## src/design/mbdgs_pkg.sv

```systemverilog
// ----------------------------------------------------------------------------
// mbdgs_pkg
// shared types, byte slot codes and the crc-16 step for the data group
// segmenter
// ----------------------------------------------------------------------------
package mbdgs_pkg;

    localparam int SIZE_BITS = 24;
    localparam int SEG_BITS  = 13;
    localparam int SNUM_BITS = 15;

    localparam logic [SEG_BITS-1:0] MAX_SEG_RESET = 13'd1013;
    localparam logic [SEG_BITS-1:0] SEG_LEN_MIN   = 13'd1;

    localparam logic FUNC_START = 1'b0;
    localparam logic FUNC_BODY  = 1'b1;

    localparam logic [7:0]  HDR_TYPE_BYTE = 8'h74;
    localparam logic [7:0]  HDR_EXT_BYTE  = 8'h12;
    localparam logic [15:0] CRC_PRESET    = 16'hFFFF;
    localparam logic [15:0] CRC_POLY      = 16'h1021;

    // byte slot within one result burst
    localparam logic [3:0] IDX_TYPE    = 4'd0;
    localparam logic [3:0] IDX_CONT    = 4'd1;
    localparam logic [3:0] IDX_SNUM_HI = 4'd2;
    localparam logic [3:0] IDX_SNUM_LO = 4'd3;
    localparam logic [3:0] IDX_EXT     = 4'd4;
    localparam logic [3:0] IDX_TID_HI  = 4'd5;
    localparam logic [3:0] IDX_TID_LO  = 4'd6;
    localparam logic [3:0] IDX_LEN_HI  = 4'd7;
    localparam logic [3:0] IDX_LEN_LO  = 4'd8;
    localparam logic [3:0] IDX_DATA    = 4'd9;
    localparam logic [3:0] IDX_CRC_HI  = 4'd10;
    localparam logic [3:0] IDX_CRC_LO  = 4'd11;

    typedef struct packed {
        logic                 has_hdr;
        logic                 has_crc;
        logic [3:0]           cont;
        logic                 last;
        logic [SNUM_BITS-1:0] seg_num;
        logic [15:0]          tid;
        logic [SEG_BITS-1:0]  seg_len;
        logic [7:0]           data;
    } burst_t;

    function automatic logic [15:0] crc_byte(input logic [15:0] crc_in, input logic [7:0] b);
        logic [15:0] c;
        c = crc_in ^ {b, 8'h00};
        for (int i = 0; i < 8; i++) begin
            if (c[15]) begin
                c = {c[14:0], 1'b0} ^ CRC_POLY;
            end else begin
                c = {c[14:0], 1'b0};
            end
        end
        return c;
    endfunction

endpackage

```

## src/design/mbdgs_emit.sv

```systemverilog
// ----------------------------------------------------------------------------
// mbdgs_emit
// holds one result burst and sends it a beat at a time: header (on a segment's
// first byte), body byte and crc (on its last), running the crc over each header and body beat as it leaves
// ----------------------------------------------------------------------------
module mbdgs_emit (
    input  logic              aclk,
    input  logic              aresetn,
    input  logic              load,
    input  mbdgs_pkg::burst_t burst,
    output logic              free,
    output logic              m_valid,
    input  logic              m_ready,
    output logic [7:0]        m_out_byte,
    output logic              m_group_end,
    output logic              m_run_last
);

    logic              busy_reg, busy_next;
    logic [3:0]        idx_reg, idx_next;
    logic [15:0]       crc_reg, crc_next;
    mbdgs_pkg::burst_t desc_reg;
    logic              beat;
    logic              last_beat;
    logic [15:0]       crc_base;

    assign last_beat = (idx_reg == mbdgs_pkg::IDX_CRC_LO) ||
                       ((idx_reg == mbdgs_pkg::IDX_DATA) && !desc_reg.has_crc);
    assign beat      = busy_reg && m_ready;
    assign free      = !busy_reg || (m_ready && last_beat);

    assign m_valid     = busy_reg;
    assign m_run_last  = last_beat;
    assign m_group_end = (idx_reg == mbdgs_pkg::IDX_CRC_LO);

    always_comb begin
        case (idx_reg)
            mbdgs_pkg::IDX_TYPE:    m_out_byte = mbdgs_pkg::HDR_TYPE_BYTE;
            mbdgs_pkg::IDX_CONT:    m_out_byte = {desc_reg.cont, 4'h0};
            mbdgs_pkg::IDX_SNUM_HI: m_out_byte = {desc_reg.last, desc_reg.seg_num[14:8]};
            mbdgs_pkg::IDX_SNUM_LO: m_out_byte = desc_reg.seg_num[7:0];
            mbdgs_pkg::IDX_EXT:     m_out_byte = mbdgs_pkg::HDR_EXT_BYTE;
            mbdgs_pkg::IDX_TID_HI:  m_out_byte = desc_reg.tid[15:8];
            mbdgs_pkg::IDX_TID_LO:  m_out_byte = desc_reg.tid[7:0];
            mbdgs_pkg::IDX_LEN_HI:  m_out_byte = {3'b000, desc_reg.seg_len[12:8]};
            mbdgs_pkg::IDX_LEN_LO:  m_out_byte = desc_reg.seg_len[7:0];
            mbdgs_pkg::IDX_DATA:    m_out_byte = desc_reg.data;
            mbdgs_pkg::IDX_CRC_HI:  m_out_byte = ~crc_reg[15:8];
            mbdgs_pkg::IDX_CRC_LO:  m_out_byte = ~crc_reg[7:0];
            default:                m_out_byte = 8'h00;
        endcase
    end

    // crc restarts on the first header beat
    assign crc_base = (idx_reg == mbdgs_pkg::IDX_TYPE) ? mbdgs_pkg::CRC_PRESET : crc_reg;

    always_comb begin
        busy_next = busy_reg;
        idx_next  = idx_reg;
        crc_next  = crc_reg;
        if (beat && (idx_reg <= mbdgs_pkg::IDX_DATA)) begin
            crc_next = mbdgs_pkg::crc_byte(crc_base, m_out_byte);
        end
        if (load) begin
            busy_next = 1'b1;
            idx_next  = burst.has_hdr ? mbdgs_pkg::IDX_TYPE : mbdgs_pkg::IDX_DATA;
        end else if (beat && last_beat) begin
            busy_next = 1'b0;
        end else if (beat) begin
            idx_next = idx_reg + 4'd1;
        end
    end

    always_ff @(posedge aclk) begin
        if (!aresetn) begin
            busy_reg <= 1'b0;
            idx_reg  <= mbdgs_pkg::IDX_TYPE;
            crc_reg  <= mbdgs_pkg::CRC_PRESET;
        end else begin
            busy_reg <= busy_next;
            idx_reg  <= idx_next;
            crc_reg  <= crc_next;
        end
    end

    always_ff @(posedge aclk) begin
        if (load) begin
            desc_reg <= burst;
        end
    end

endmodule

```

## src/design/mot_body_data_group_segmenter_unit.sv

```systemverilog
// ----------------------------------------------------------------------------
// mot_body_data_group_segmenter_unit
// The first result beat shows in the cycle after the input beat is taken.
// Each body beat with bytes left yields one result burst: the body byte, led by
// the header on a segment's first byte and followed by the crc on its last; a
// new input beat is taken only as the burst's last beat leaves the result port.
// Reset: synchronous active low; clears segment state and the crc and drops
// any pending burst, max_seg_len returns to 1013.
// ----------------------------------------------------------------------------
module mot_body_data_group_segmenter_unit (
    input  logic        aclk,
    input  logic        aresetn,
    input  logic        cfg_wr_en,
    input  logic [12:0] cfg_wr_data,
    input  logic        s_valid,
    output logic        s_ready,
    input  logic        s_func,
    input  logic [23:0] s_slide_size,
    input  logic [15:0] s_transport_id,
    input  logic [7:0]  s_data_byte,
    output logic        m_valid,
    input  logic        m_ready,
    output logic [7:0]  m_out_byte,
    output logic        m_group_end,
    output logic        m_run_last
);

    localparam int SB = mbdgs_pkg::SIZE_BITS;
    localparam int LB = mbdgs_pkg::SEG_BITS;
    localparam int NB = mbdgs_pkg::SNUM_BITS;

    logic [LB-1:0] max_seg_len_reg;
    logic [3:0]    cont_reg, cont_next;
    logic [SB-1:0] bytes_left_reg, bytes_left_next;
    logic [LB-1:0] seg_pos_reg, seg_pos_next;
    logic [LB-1:0] seg_len_reg, seg_len_next;
    logic [NB-1:0] seg_num_reg, seg_num_next;
    logic [15:0]   tid_reg, tid_next;

    logic              accept;
    logic              load;
    logic              seg_start;
    logic              seg_end;
    logic [LB-1:0]     lim;
    logic [LB-1:0]     len_now;
    logic [LB:0]       pos_inc;
    mbdgs_pkg::burst_t burst;

    assign accept    = s_valid && s_ready;
    assign load      = accept && (s_func == mbdgs_pkg::FUNC_BODY) && (bytes_left_reg != '0);
    assign seg_start = (seg_pos_reg == '0);
    assign lim       = (max_seg_len_reg == '0) ? mbdgs_pkg::SEG_LEN_MIN : max_seg_len_reg;
    assign len_now   = !seg_start ? seg_len_reg :
                       (bytes_left_reg < SB'(lim)) ? LB'(bytes_left_reg) : lim;
    assign pos_inc   = {1'b0, seg_pos_reg} + {{LB{1'b0}}, 1'b1};
    assign seg_end   = (pos_inc >= {1'b0, len_now}) || (bytes_left_reg == SB'(1));

    always_comb begin
        burst.has_hdr = seg_start;
        burst.has_crc = seg_end;
        burst.cont    = cont_reg;
        burst.last    = (bytes_left_reg == SB'(len_now));
        burst.seg_num = seg_num_reg;
        burst.tid     = tid_reg;
        burst.seg_len = len_now;
        burst.data    = s_data_byte;
    end

    always_comb begin
        cont_next       = cont_reg;
        bytes_left_next = bytes_left_reg;
        seg_pos_next    = seg_pos_reg;
        seg_len_next    = seg_len_reg;
        seg_num_next    = seg_num_reg;
        tid_next        = tid_reg;
        if (accept && (s_func == mbdgs_pkg::FUNC_START)) begin
            bytes_left_next = SB'(s_slide_size);
            tid_next        = s_transport_id;
            seg_pos_next    = '0;
            seg_len_next    = '0;
            seg_num_next    = '0;
        end else if (load) begin
            seg_len_next    = len_now;
            bytes_left_next = bytes_left_reg - SB'(1);
            if (seg_start) begin
                cont_next = cont_reg + 4'd1;
            end
            if (seg_end) begin
                seg_pos_next = '0;
                seg_num_next = seg_num_reg + NB'(1);
            end else begin
                seg_pos_next = pos_inc[LB-1:0];
            end
        end
    end

    always_ff @(posedge aclk) begin
        if (!aresetn) begin
            max_seg_len_reg <= mbdgs_pkg::MAX_SEG_RESET;
            cont_reg        <= '0;
            bytes_left_reg  <= '0;
            seg_pos_reg     <= '0;
            seg_len_reg     <= '0;
            seg_num_reg     <= '0;
            tid_reg         <= '0;
        end else begin
            if (cfg_wr_en) begin
                max_seg_len_reg <= cfg_wr_data;
            end
            cont_reg       <= cont_next;
            bytes_left_reg <= bytes_left_next;
            seg_pos_reg    <= seg_pos_next;
            seg_len_reg    <= seg_len_next;
            seg_num_reg    <= seg_num_next;
            tid_reg        <= tid_next;
        end
    end

    mbdgs_emit u_emit (
        .aclk        (aclk),
        .aresetn     (aresetn),
        .load        (load),
        .burst       (burst),
        .free        (s_ready),
        .m_valid     (m_valid),
        .m_ready     (m_ready),
        .m_out_byte  (m_out_byte),
        .m_group_end (m_group_end),
        .m_run_last  (m_run_last)
    );

endmodule

```

## config.mk

```make
export PLATFORM = sky130hd
export DESIGN_NAME = mot_body_data_group_segmenter_unit
export DESIGN_NICKNAME = d
export VERILOG_FILES = /design/src/design/mbdgs_pkg.sv /design/src/design/mbdgs_emit.sv /design/src/design/mot_body_data_group_segmenter_unit.sv
export SDC_FILE = /design/constraint.sdc
export NUM_CORES = 1
export LEC_CHECK = 0
export BUFFER_PORTS_ARGS = -buffer_cell sky130_fd_sc_hd__buf_2
export CORE_UTILIZATION = 58
export CTS_BUF_LIST = sky130_fd_sc_hd__clkbuf_2 sky130_fd_sc_hd__clkbuf_4 sky130_fd_sc_hd__clkbuf_8
export DETAILED_ROUTE_END_ITERATION = 7
export PLACE_DENSITY = 0.78
export SYNTH_ARGS = -nofsm -noshare
export SYNTH_HDL_FRONTEND = slang
export SYNTH_SLANG_ARGS = --single-unit
```

## constraint.sdc

```tcl
create_clock -name aclk -period 10.7 [get_ports aclk]
set_input_delay 0.535 -clock aclk [delete_from_list [all_inputs] [get_ports aclk]]
set_output_delay 0.535 -clock aclk [all_outputs]
set_load 0.1 [all_outputs]
```

== Yosys cells after proc, flatten, opt, wreduce, memory -nomap -nowiden ==
Cells that the tools add are included.
Word-level totals
  register bits: 177
  latch bits: 0
  memory bits (writable): 0
  ROM bits: 0
  input port bits: 67
  output and inout port bits: 12
  word-level logic and storage cells: 107
  memories: 0
Cells by class
  $add $sub $neg: 5
  multiply operators: 0
  divide/modulo/power cells: 0
  magnitude comparators: 3
  equal/unequal tests: 14
  shift-type cells: 0
  multiplexer cells: 29
  bitwise gates (word level): 14
  reductions and logical operators: 25
Operator list (count)
  two-way mux 13 bit: 12
  two-way mux 16 bit: 8
  one-hot mux 8 bit (12 select lines): 1
  two-way mux 24 bit: 2
  logical NOT 13 bit: 2
  equality test 24 x 1 -> 1 bit, second input constant: 1
  equality test 24 x 13 -> 1 bit: 1
  less-than comparator 24 x 13 -> 1 bit: 1
  NOT 3 bit: 8
  nonzero test 24 bit: 1
  subtractor 24 x 1 -> 24 bit, second input constant: 1
  equality test 4 x 3 -> 1 bit, second input constant: 4
  equality test 4 bit, second input constant: 4
  two-way mux 4 bit: 4
  NOT 8 bit: 2
  XOR 16 bit: 1
  adder 15 x 1 -> 15 bit, second input constant: 1
  adder 13 x 1 -> 14 bit, second input constant: 1
  greater-or-equal comparator 14 x 13 -> 1 bit: 1
  logical AND 1 bit: 9
  adder 4 x 1 -> 4 bit, second input constant: 2
  equality test 4 x 2 -> 1 bit, second input constant: 2
  nonzero test 2 bit: 3
  equality test 4 x 1 -> 1 bit, second input constant: 1
  10 further kinds: 17

== Depth between registers and ports, before layout ==
Gate-level depths: netlist of the first run.
  depth in word-level cells: 26
  depth in mapped cells: 24
  gate-level depth less buffers: 22

== Modules after synthesis ==
Synthesis of the first run repeated with hierarchy kept, for this count alone.
Second synthesis, totals
  cell total of the unflattened synthesis: 1045
  area, all modules: 9565.4 sq um
By module, submodules not included
  mot_body_data_group_segmenter_unit: instances 1, cells each 725, area each 5835.6 sq um, seq. area each 1961.9 sq um
  mbdgs_emit: instances 1, cells each 320, area each 3729.8 sq um, seq. area each 2162.1 sq um

== Least setup slack after synthesis of the first run ==
Ideal clock, no wire load.
  kind: register to register
  start: register u_emit.idx_reg[0]
  end: register u_emit.desc_reg[0] (netlist bit) (enable)
  setup time: 444 ps
  arrival time: 6177 ps
  data required time: 10256 ps
  setup slack: 4079 ps
  cell stages (with the launch flop): 9
  buffers on the path: 3
  period minus slack after synthesis: 6621 ps
  path through: dfxtp_1 -> ha_1 -> clkbuf_1 -> o21ai_0 -> o21ai_0 -> o2111ai_1 -> inv_2 -> clkbuf_1 -> buf_1
On the way
  cells in the longest elaborated chain, start to end: 8
  elaborated cells on any way between the ends: 9
  those cells by class: eq/ne (2); reduce/logical (7)
Ends and longest elaborated chain
  start: declaration: RTL line mbdgs_emit.sv:20  | logic [3:0] idx_reg, idx_next;
  start signal: assignment: RTL line mbdgs_emit.sv:77  | idx_reg <= mbdgs_pkg::IDX_TYPE;
  start signal: assignment: RTL line mbdgs_emit.sv:81  | idx_reg <= idx_next;
  equality test 4 bit: RTL line mbdgs_emit.sv:28  | ((idx_reg == mbdgs_pkg::IDX_DATA) && !desc_reg.has_crc);
  logical AND 1 bit: RTL line mbdgs_emit.sv:28
  logical OR 1 bit (*): RTL line mbdgs_emit.sv:27  | assign last_beat = (idx_reg == mbdgs_pkg::IDX_CRC_LO) ||
  logical AND 1 bit (*): RTL line mbdgs_emit.sv:30  | assign free = !busy_reg || (m_ready && last_beat);
  logical OR 1 bit (*): RTL line mbdgs_emit.sv:30
  named net s_ready: RTL line mot_body_data_group_segmenter_unit.sv:16  | output logic s_ready,
  logical AND 1 bit (*): RTL line mot_body_data_group_segmenter_unit.sv:49  | assign accept = s_valid && s_ready;
  logical AND 1 bit (*) (2 in series): RTL line mot_body_data_group_segmenter_unit.sv:50  | assign load = accept && (s_func == mbdgs_pkg::FUNC_BODY) && (bytes_left_reg != '0);
  named net load: RTL line mot_body_data_group_segmenter_unit.sv:41  | logic load;
  end signal: assignment: RTL line mbdgs_emit.sv:88  | desc_reg <= burst;
  end: declaration: RTL line mbdgs_emit.sv:22  | mbdgs_pkg::burst_t desc_reg;
Mark *: on every way through the listed nets, which the timed path passes. The rest lies on a longest branch.
A chain may end at the register's enable or synchronous reset.

==> results of run 1 <==
power by group through the flow:
stage,logic (mW),registers (mW),clock network (mW)
after detailed placement,0.328,0.784,0
after global routing,0.364,0.774,0.501
final,0.333,0.770,0.469
after CTS,0.331,0.769,0.473
after global placement,0.325,0.783,0
after floorplan,0.254,0.774,0
cells in the mapped netlist, drive strengths merged (3+ instances only):
master,number,area share
or4,10,0.0083
dfxtp,119,0.26
nor2,96,0.042
ha,31,0.043
o311ai,3,0.0029
a311oi,5,0.0068
o31ai,10,0.0089
a21boi,3,0.0025
o211ai,27,0.023
a221oi,8,0.0078
nand3,34,0.019
nor3,9,0.0050
mux2i,22,0.024
nand4b,3,0.0029
or3,8,0.0056
buf,14,0.0096
a211oi,23,0.019
and2,8,0.0056
nor4,9,0.011
xor2,21,0.020
nor2b,3,0.0021
o22ai,5,0.0035
edfxtp,58,0.19
and4,3,0.0029
nand2b,6,0.0042
a222oi,4,0.0044
o2111ai,3,0.0029
mux2,5,0.0063
a21o,3,0.0025
a31oi,9,0.0063
a21oi,75,0.042
xnor2,38,0.037
o21a,4,0.0033
clkbuf,53,0.022
inv,37,0.015
nand3b,4,0.0033
nand2,120,0.050
nor4b,3,0.0043
nand4,9,0.0063
and3,13,0.0090
a22oi,9,0.0075
o21ai,39,0.022
o31a,4,0.0039
metal layers:
layer  wire [µm]  global-route usage  up-vias
met5           0                   0        -
met4         514              0.1006        0
met3        1201             0.05483       46
met2       10220              0.4482      251
met1        9468              0.3681     3489
li1            -                   -     3619
worst max-delay path: stages, from the launching register on:
cell and delay [ns]:
dfxtp_1 0.39, inv_1 0.09, ha_1 0.29, a21oi_1 0.14
o21ai_0 0.14, a211oi_1 0.32, nor2_1 0.18, nor2_8 0.31
mux2i_1 0.15, o21ai_0 0.52, inv_1 0.10, ha_1 0.30
a21oi_1 0.07, nor2_1 0.10, or3_1 0.10, a31oi_1 0.04
o31a_1 0.34, o31ai_2 0.27, a311oi_4 0.12, buf_4 0.30
or4_1 0.51, a21oi_1 0.15
worst min path at each step:
| stage | from | to | slack (ns) |
|---|---|---|---|
| floorplan | tid_reg[0] | u_emit.desc_reg[21] | 0.41 |
| global placement | tid_reg[6] | u_emit.desc_reg[27] | 0.41 |
| detailed placement | tid_reg[5] | u_emit.desc_reg[26] | 0.42 |
| CTS | s_data_byte[3] | u_emit.desc_reg[3] | 0.22 |
| global route | s_data_byte[3] | u_emit.desc_reg[3] | 0.20 |
| finish | s_data_byte[4] | u_emit.desc_reg[4] | 0.23 |
logic make-up after synthesis:
| kind of cell | share of synthesized area |
|---|---|
| flip-flops | 0.4582 |
| XOR/XNOR | 0.05742 |
| multiplexers | 0.03072 |
| AND/OR/NAND/NOR | 0.1835 |
| buffers and inverters | 0.04755 |
| AO/OA/AOI/OAI | 0.1784 |
| adder cells (fa/ha/maj) | 0.04421 |
per-stage QoR:
step	total power, mW	std cells	setup WS, ns
finish	1.571	1223	5.656
global route	1.639	1223	5.112
CTS	1.573	1223	5.730
detailed placement	1.112	1191	5.776
global placement	1.107	1191	5.776
floorplan	1.028	983	4.079
area by class of cell:
type / instances / area (µm²) / area share
clock buffers: 17 / 234.0 / 0.02382
clock inverters: 15 / 173.9 / 0.01770
inverters: 38 / 142.6 / 0.01452
multi-input cells: 701 / 4457 / 0.4536
flip-flops and latches: 177 / 4124 / 0.4198
well taps: 188 / 235.2 / 0.02394
repair buffers: 87 / 457.9 / 0.04661
==> metrics, run 1 <==
Die W between 100 and 150 µm; die area approximately 16000 µm²; antenna diode count 0; number of global-route vias before repair 6796; Layout Utilization 0.6487; reg2reg path depth 21; Worst slew margin 0.2344; sw power roughly 0.53 mW; Static Leak 3.731 nW; Worst setup SP type flop; All-Layer GR Usage 0.2766; WHS 0.2296 ns; Remaining DRCs 0; Area Overhead vs Synth 9.162%; FF+latch count, synth 177; Fillers 1255; final worst-path cycle share 0.4714; nature of the critical path endpoint flop; global-route wire length before repair ~35 mm; first-pass iteration count of the detailed router 7; flop2flop setup slack 5.66 ns; Worst-Margin Slew 1.145 ns; initial DRC count 725; grt ovf 0; Syn Nets 1081; Most used DFF post-synth dfxtp_1; Num CTS Buffers 17; via count 7405; DP Wirelength 14.85 mm; setup tns final 0 ns; Setup Skew between 0.015 and 0.02 ns; minimum clock period about 5.0 ns; VDD IR max 0.1094 mV; cell internal pwr 1.045 mW; Post-Syn Area 9000 µm²; Max Clk Rate roughly 200 MHz; post-CTS setup buffer count 0; Hold/Removal Path Class primary input to flop; # port buffers 78; Post-DP Area 9417 µm²; initial antenna violation count 0; num rows 45; r2r endpoint seg_num_reg[13]; Mapped Cells 983; crit path capture seg_num_reg[13]; number of H-tree levels 4; Layout Nets 1120; count of cell types in the netlist 69; sequential power share 0.490; clk buf depth 2; Clock Latency Late Sink 0.48 ns; hold buffer count at cts 0; final setup fails 0; GP Congestion 0.9223; Design Area, Final 9824 µm²; pwr dens 159.9 nW/µm²; Initial Util 0.5942; Root Driver clkbuf_8; routed len/inst ~18 µm; Logic pwr share 0.212; max reg flops 58; FFs w/ async S/R, synth 0; synth warn 0; die height between 100 and 150 µm; Final Slew Violations 0; core area 15150 µm²; Post-Route WL 21.40 mm; mean number of vias per cell ~6; CTS tree built; TritonCTS Sinks 177; RSZ-0062 raised after global routing no; worst setup path class flop to flop; status complete, no violations; EDFF count, synth 58; Avg Synthesized Cell Area roughly 9.2 µm²; CP Max Fanout 46; final hold violations 0; share of layout cells above drive strength 1 0.1372; largest net degree at the start of global routing 85; Switching Fraction 0.3348; ANT nets after route 0; crit path from max_seg_len_reg[5]; Hold Path Cell Cnt 1; max_cap viols 0; Data arrival, critical path around 5.4 ns; Post-CTS Resized 0; clk slew on worst S/H paths about 0.11 ns; Clk pwr share 0.298; Seq/Total Area, Yosys 0.4582; reg2reg start max_seg_len_reg[5]; Top-Level Pins between 70 and 80; most frequent cells in the layout nand2_1 (119), dfxtp_1 (119), nor2_1 (94), buf_2 (78), a21oi_1 (74); Required @ worst endpoint 11.10 ns
(Power assumes the default switching activity.)
==> run 2, diff against run 1 <==
--- a/config.mk
+++ b/config.mk
@@ -6,10 +6,10 @@
 export NUM_CORES = 1
 export LEC_CHECK = 0
 export BUFFER_PORTS_ARGS = -buffer_cell sky130_fd_sc_hd__buf_2
-export CORE_UTILIZATION = 58
+export CORE_UTILIZATION = 56
 export CTS_BUF_LIST = sky130_fd_sc_hd__clkbuf_2 sky130_fd_sc_hd__clkbuf_4 sky130_fd_sc_hd__clkbuf_8
 export DETAILED_ROUTE_END_ITERATION = 7
-export PLACE_DENSITY = 0.78
+export PLACE_DENSITY = 0.79
 export SYNTH_ARGS = -nofsm -noshare
 export SYNTH_HDL_FRONTEND = slang
 export SYNTH_SLANG_ARGS = --single-unit
==> constraint.sdc (replaced) <==
create_clock -name aclk -period 4.1 [get_ports aclk]
set_input_delay 0.205 -clock aclk [delete_from_list [all_inputs] [get_ports aclk]]
set_output_delay 0.205 -clock aclk [all_outputs]
set_load 0.1 [all_outputs]
==> run 2 against run 1 <==
  * The run now ends with negative setup slack left
  * Core utilization rose by 9.9 points
  * Wire length rose by 23%
  * Final cell count rose by 13%
  * Combinational power rose to 3.6 times the previous value
  * Clock skew rose by 0.0047 ns
  * Clock-buffer cell count rose by 2
  * Register-to-register slack got worse by 6.1 ns
  * First-iteration DRC count rose by 26%
  * Clock power rose to 2.8 times the previous value
  * Global-route usage rose by 3.1 points
  * Highest routed layer unchanged
  * Sequential share of layout area fell by 6.1 points
==> metrics, run 2 (synthesis results as in run 1) <==
routed len/inst 19.09 µm (+9.1%); Metal-1 WL 10.62 mm (+12%); clk slew on worst S/H paths 0.10 ns (about the same); Top-Level Pins 79 (unchanged); initial DRC count 910 (+26%); mean number of vias per cell 6.044 (-0.19%); Setup Skew 0.02301 ns (+0.004737 ns); metal3 WL 1.497 mm (+25%); # port buffers 78 (unchanged); worst setup path class flop to flop; final hold violations 0 (unchanged); failing checks negative setup slack; pwr dens 388.3 nW/µm² (+140%); die area 16580 µm² (+3.5%); GP Congestion 0.9304 (+0.88%); Remaining DRCs 0 (unchanged); Worst setup SP type flop; Num CTS Buffers 17 (unchanged); CP max stage delay 0.40 ns (-0.12 ns); most common cell after layout, fill and taps aside nand2_1; DP Wirelength 16.12 mm (+8.5%); ANT nets after route 0 (unchanged); Worst slew margin 0.2623 (+0.02795); worst path bufs/invs 5 (+2); CTS tree built; Slowest-stage cell, CP a311oi_4; CP Max Fanout 7 (-85%); initial antenna violation count 1 (+1); global-route wire length before repair 39.36 mm (+13%); Layout Nets 1252 (+12%); number of H-tree levels 4 (unchanged); Post-Route WL 26.33 mm (+23%); VDD IR max 0.2669 mV (+140%); Final Slew Violations 0 (unchanged); num rows 45 (unchanged); core area 15430 µm² (+1.9%); CP delay by family, top compound AO/OA/AOI/OAI gates; setup tns final -9.854 ns (-9.854 ns); number of global-route vias before repair 7946 (+17%); most frequent cells in the layout nand2_1 (118), dfxtp_1 (107), nor2_1 (91), buf_4 (86), buf_2 (78); Static Leak 4.463 nW (+20%); Clock Latency Late Sink 0.50 ns (+0.02 ns); Required @ worst endpoint 4.52 ns (-6.58 ns); via count 8334 (+13%); minimum clock period 4.513 ns (-0.5311 ns); clk buf depth 2 (unchanged); Max Clk Rate 221.6 MHz (+12%); max_cap viols 0 (unchanged); max reg flops 58 (unchanged); status finished with violations; largest net degree at the start of global routing 43 (-49%); Hold/Removal Path Class primary input to flop; grt ovf 0 (unchanged); share of layout cells above drive strength 1 0.2639 (+0.1267); Met2 Wirelength 13.07 mm (+28%); All-Layer GR Usage 0.3076 (+0.03093); TritonCTS Sinks 177 (unchanged); die height 128.8 µm (+1.7%); Area Overhead vs Synth 28.22%; Data arrival, critical path 4.93 ns (-0.51 ns); final setup fails 29 (+29); worst setup margin -0.4132 ns (-6.069 ns); Fillers 1071 (-15%); Die W 128.8 µm (+1.7%); max layer used met4; RSZ-0062 raised after global routing yes; Worst-Margin Slew 1.103 ns (-0.04181 ns); Layout Utilization 0.7480 (+0.09936); worst-path cell chain nor4_4 -> a41oi_2 -> a211oi_4 -> nor2_4 -> nor2_8 -> buf_12 -> mux2i_4 -> o21ai_2 -> inv_2 -> ha_4 -> a21oi_4 -> nor2_1 -> or3_1 -> a31oi_1 -> o31a_1 -> o31ai_4 -> a311oi_4 -> buf_12 -> buf_6 -> buf_6 -> o31ai_1 -> a21oi_2; final worst-path cycle share 1.101 (+0.6293); Initial Util 0.5834 (-0.01084); first-pass iteration count of the detailed router 6 (-1); Root Driver clkbuf_8; nature of the critical path endpoint flop
run 2: layer usage:
| metal | vias to the layer above | GRT usage |
|---|---|---|
| li1 | 3884 | - |
| met1 | 4005 | 0.3660 |
| met2 | 359 | 0.5310 |
| met3 | 86 | 0.06403 |
| met4 | 0 | 0.1467 |
| met5 | - | 0 |
run 2: layout make-up:
| class | instances | area [µm²] | area share |
|---|---|---|---|
| diodes | 1 | 2.502 | 0.0002168 |
| clock buffers | 19 | 255.2 | 0.02212 |
| clock inverters | 13 | 166.4 | 0.01442 |
| inverters | 38 | 142.6 | 0.01236 |
| multi-input cells | 701 | 4880 | 0.4229 |
| flip-flops and latches | 177 | 4141 | 0.3589 |
| well taps | 211 | 264.0 | 0.02288 |
| repair buffers | 219 | 1688 | 0.1463 |
run 2: repair_timing:
item	4_1_cts	5_1_grt
endpoints found under the hold margin	42	0
endpoints found under the setup margin	29	29
pin swaps	26	46
hold buffers	42	0
buffers inserted	11	10
gates resized for setup	53	49
cloned	3	1
run 2: tightest hold or removal path: stages:
cell and delay (ns):
buf_2 0.10, nand2_1 0.06, a21oi_1 0.07
run 2: stage by stage:
| stage | total power [mW] | area, µm² | setup slack, ns | hold WS, ns | std cells |
|---|---|---|---|---|---|
| 4_1_cts | 4.373 | 11240 | -0.1219 | 0.0003463 | 1368 |
| 5_1_grt | 4.647 | 11540 | -0.5371 | 0.004408 | 1379 |
| 3_3_place_gp | 3.010 | 10020 | -0.07520 | 0.3876 | 1280 |
| 2_1_floorplan | 2.706 | 9072 | 0.002419 | 0.3039 | 983 |
| 3_5_place_dp | 3.033 | 10020 | -0.2832 | 0.3839 | 1280 |
| 6_report | 4.481 | 11540 | -0.4132 | 0.0007992 | 1379 |
run 2: path summary, 6_finish.rpt:
path	from	endpoint	slack (ns)	cells past startpoint
max	max_seg_len_reg[1]	seg_num_reg[5]	-0.41	22
min reg2reg	tid_reg[4]	u_emit.desc_reg[25]	0.43	0
min	s_transport_id[11]	tid_reg[11]	0.0008	3
max reg2reg	max_seg_len_reg[1]	seg_num_reg[5]	-0.41	22
run 2: power breakdown:
| part | switching, mW | internal (mW) | leakage (nW) |
|---|---|---|---|
| combinational | 0.705 | 0.492 | 2.73 |
| sequential | 0.0706 | 1.92 | 1.53 |
| clock | 0.707 | 0.586 | 0.202 |
| total | 1.48 | 3.00 | 4.46 |
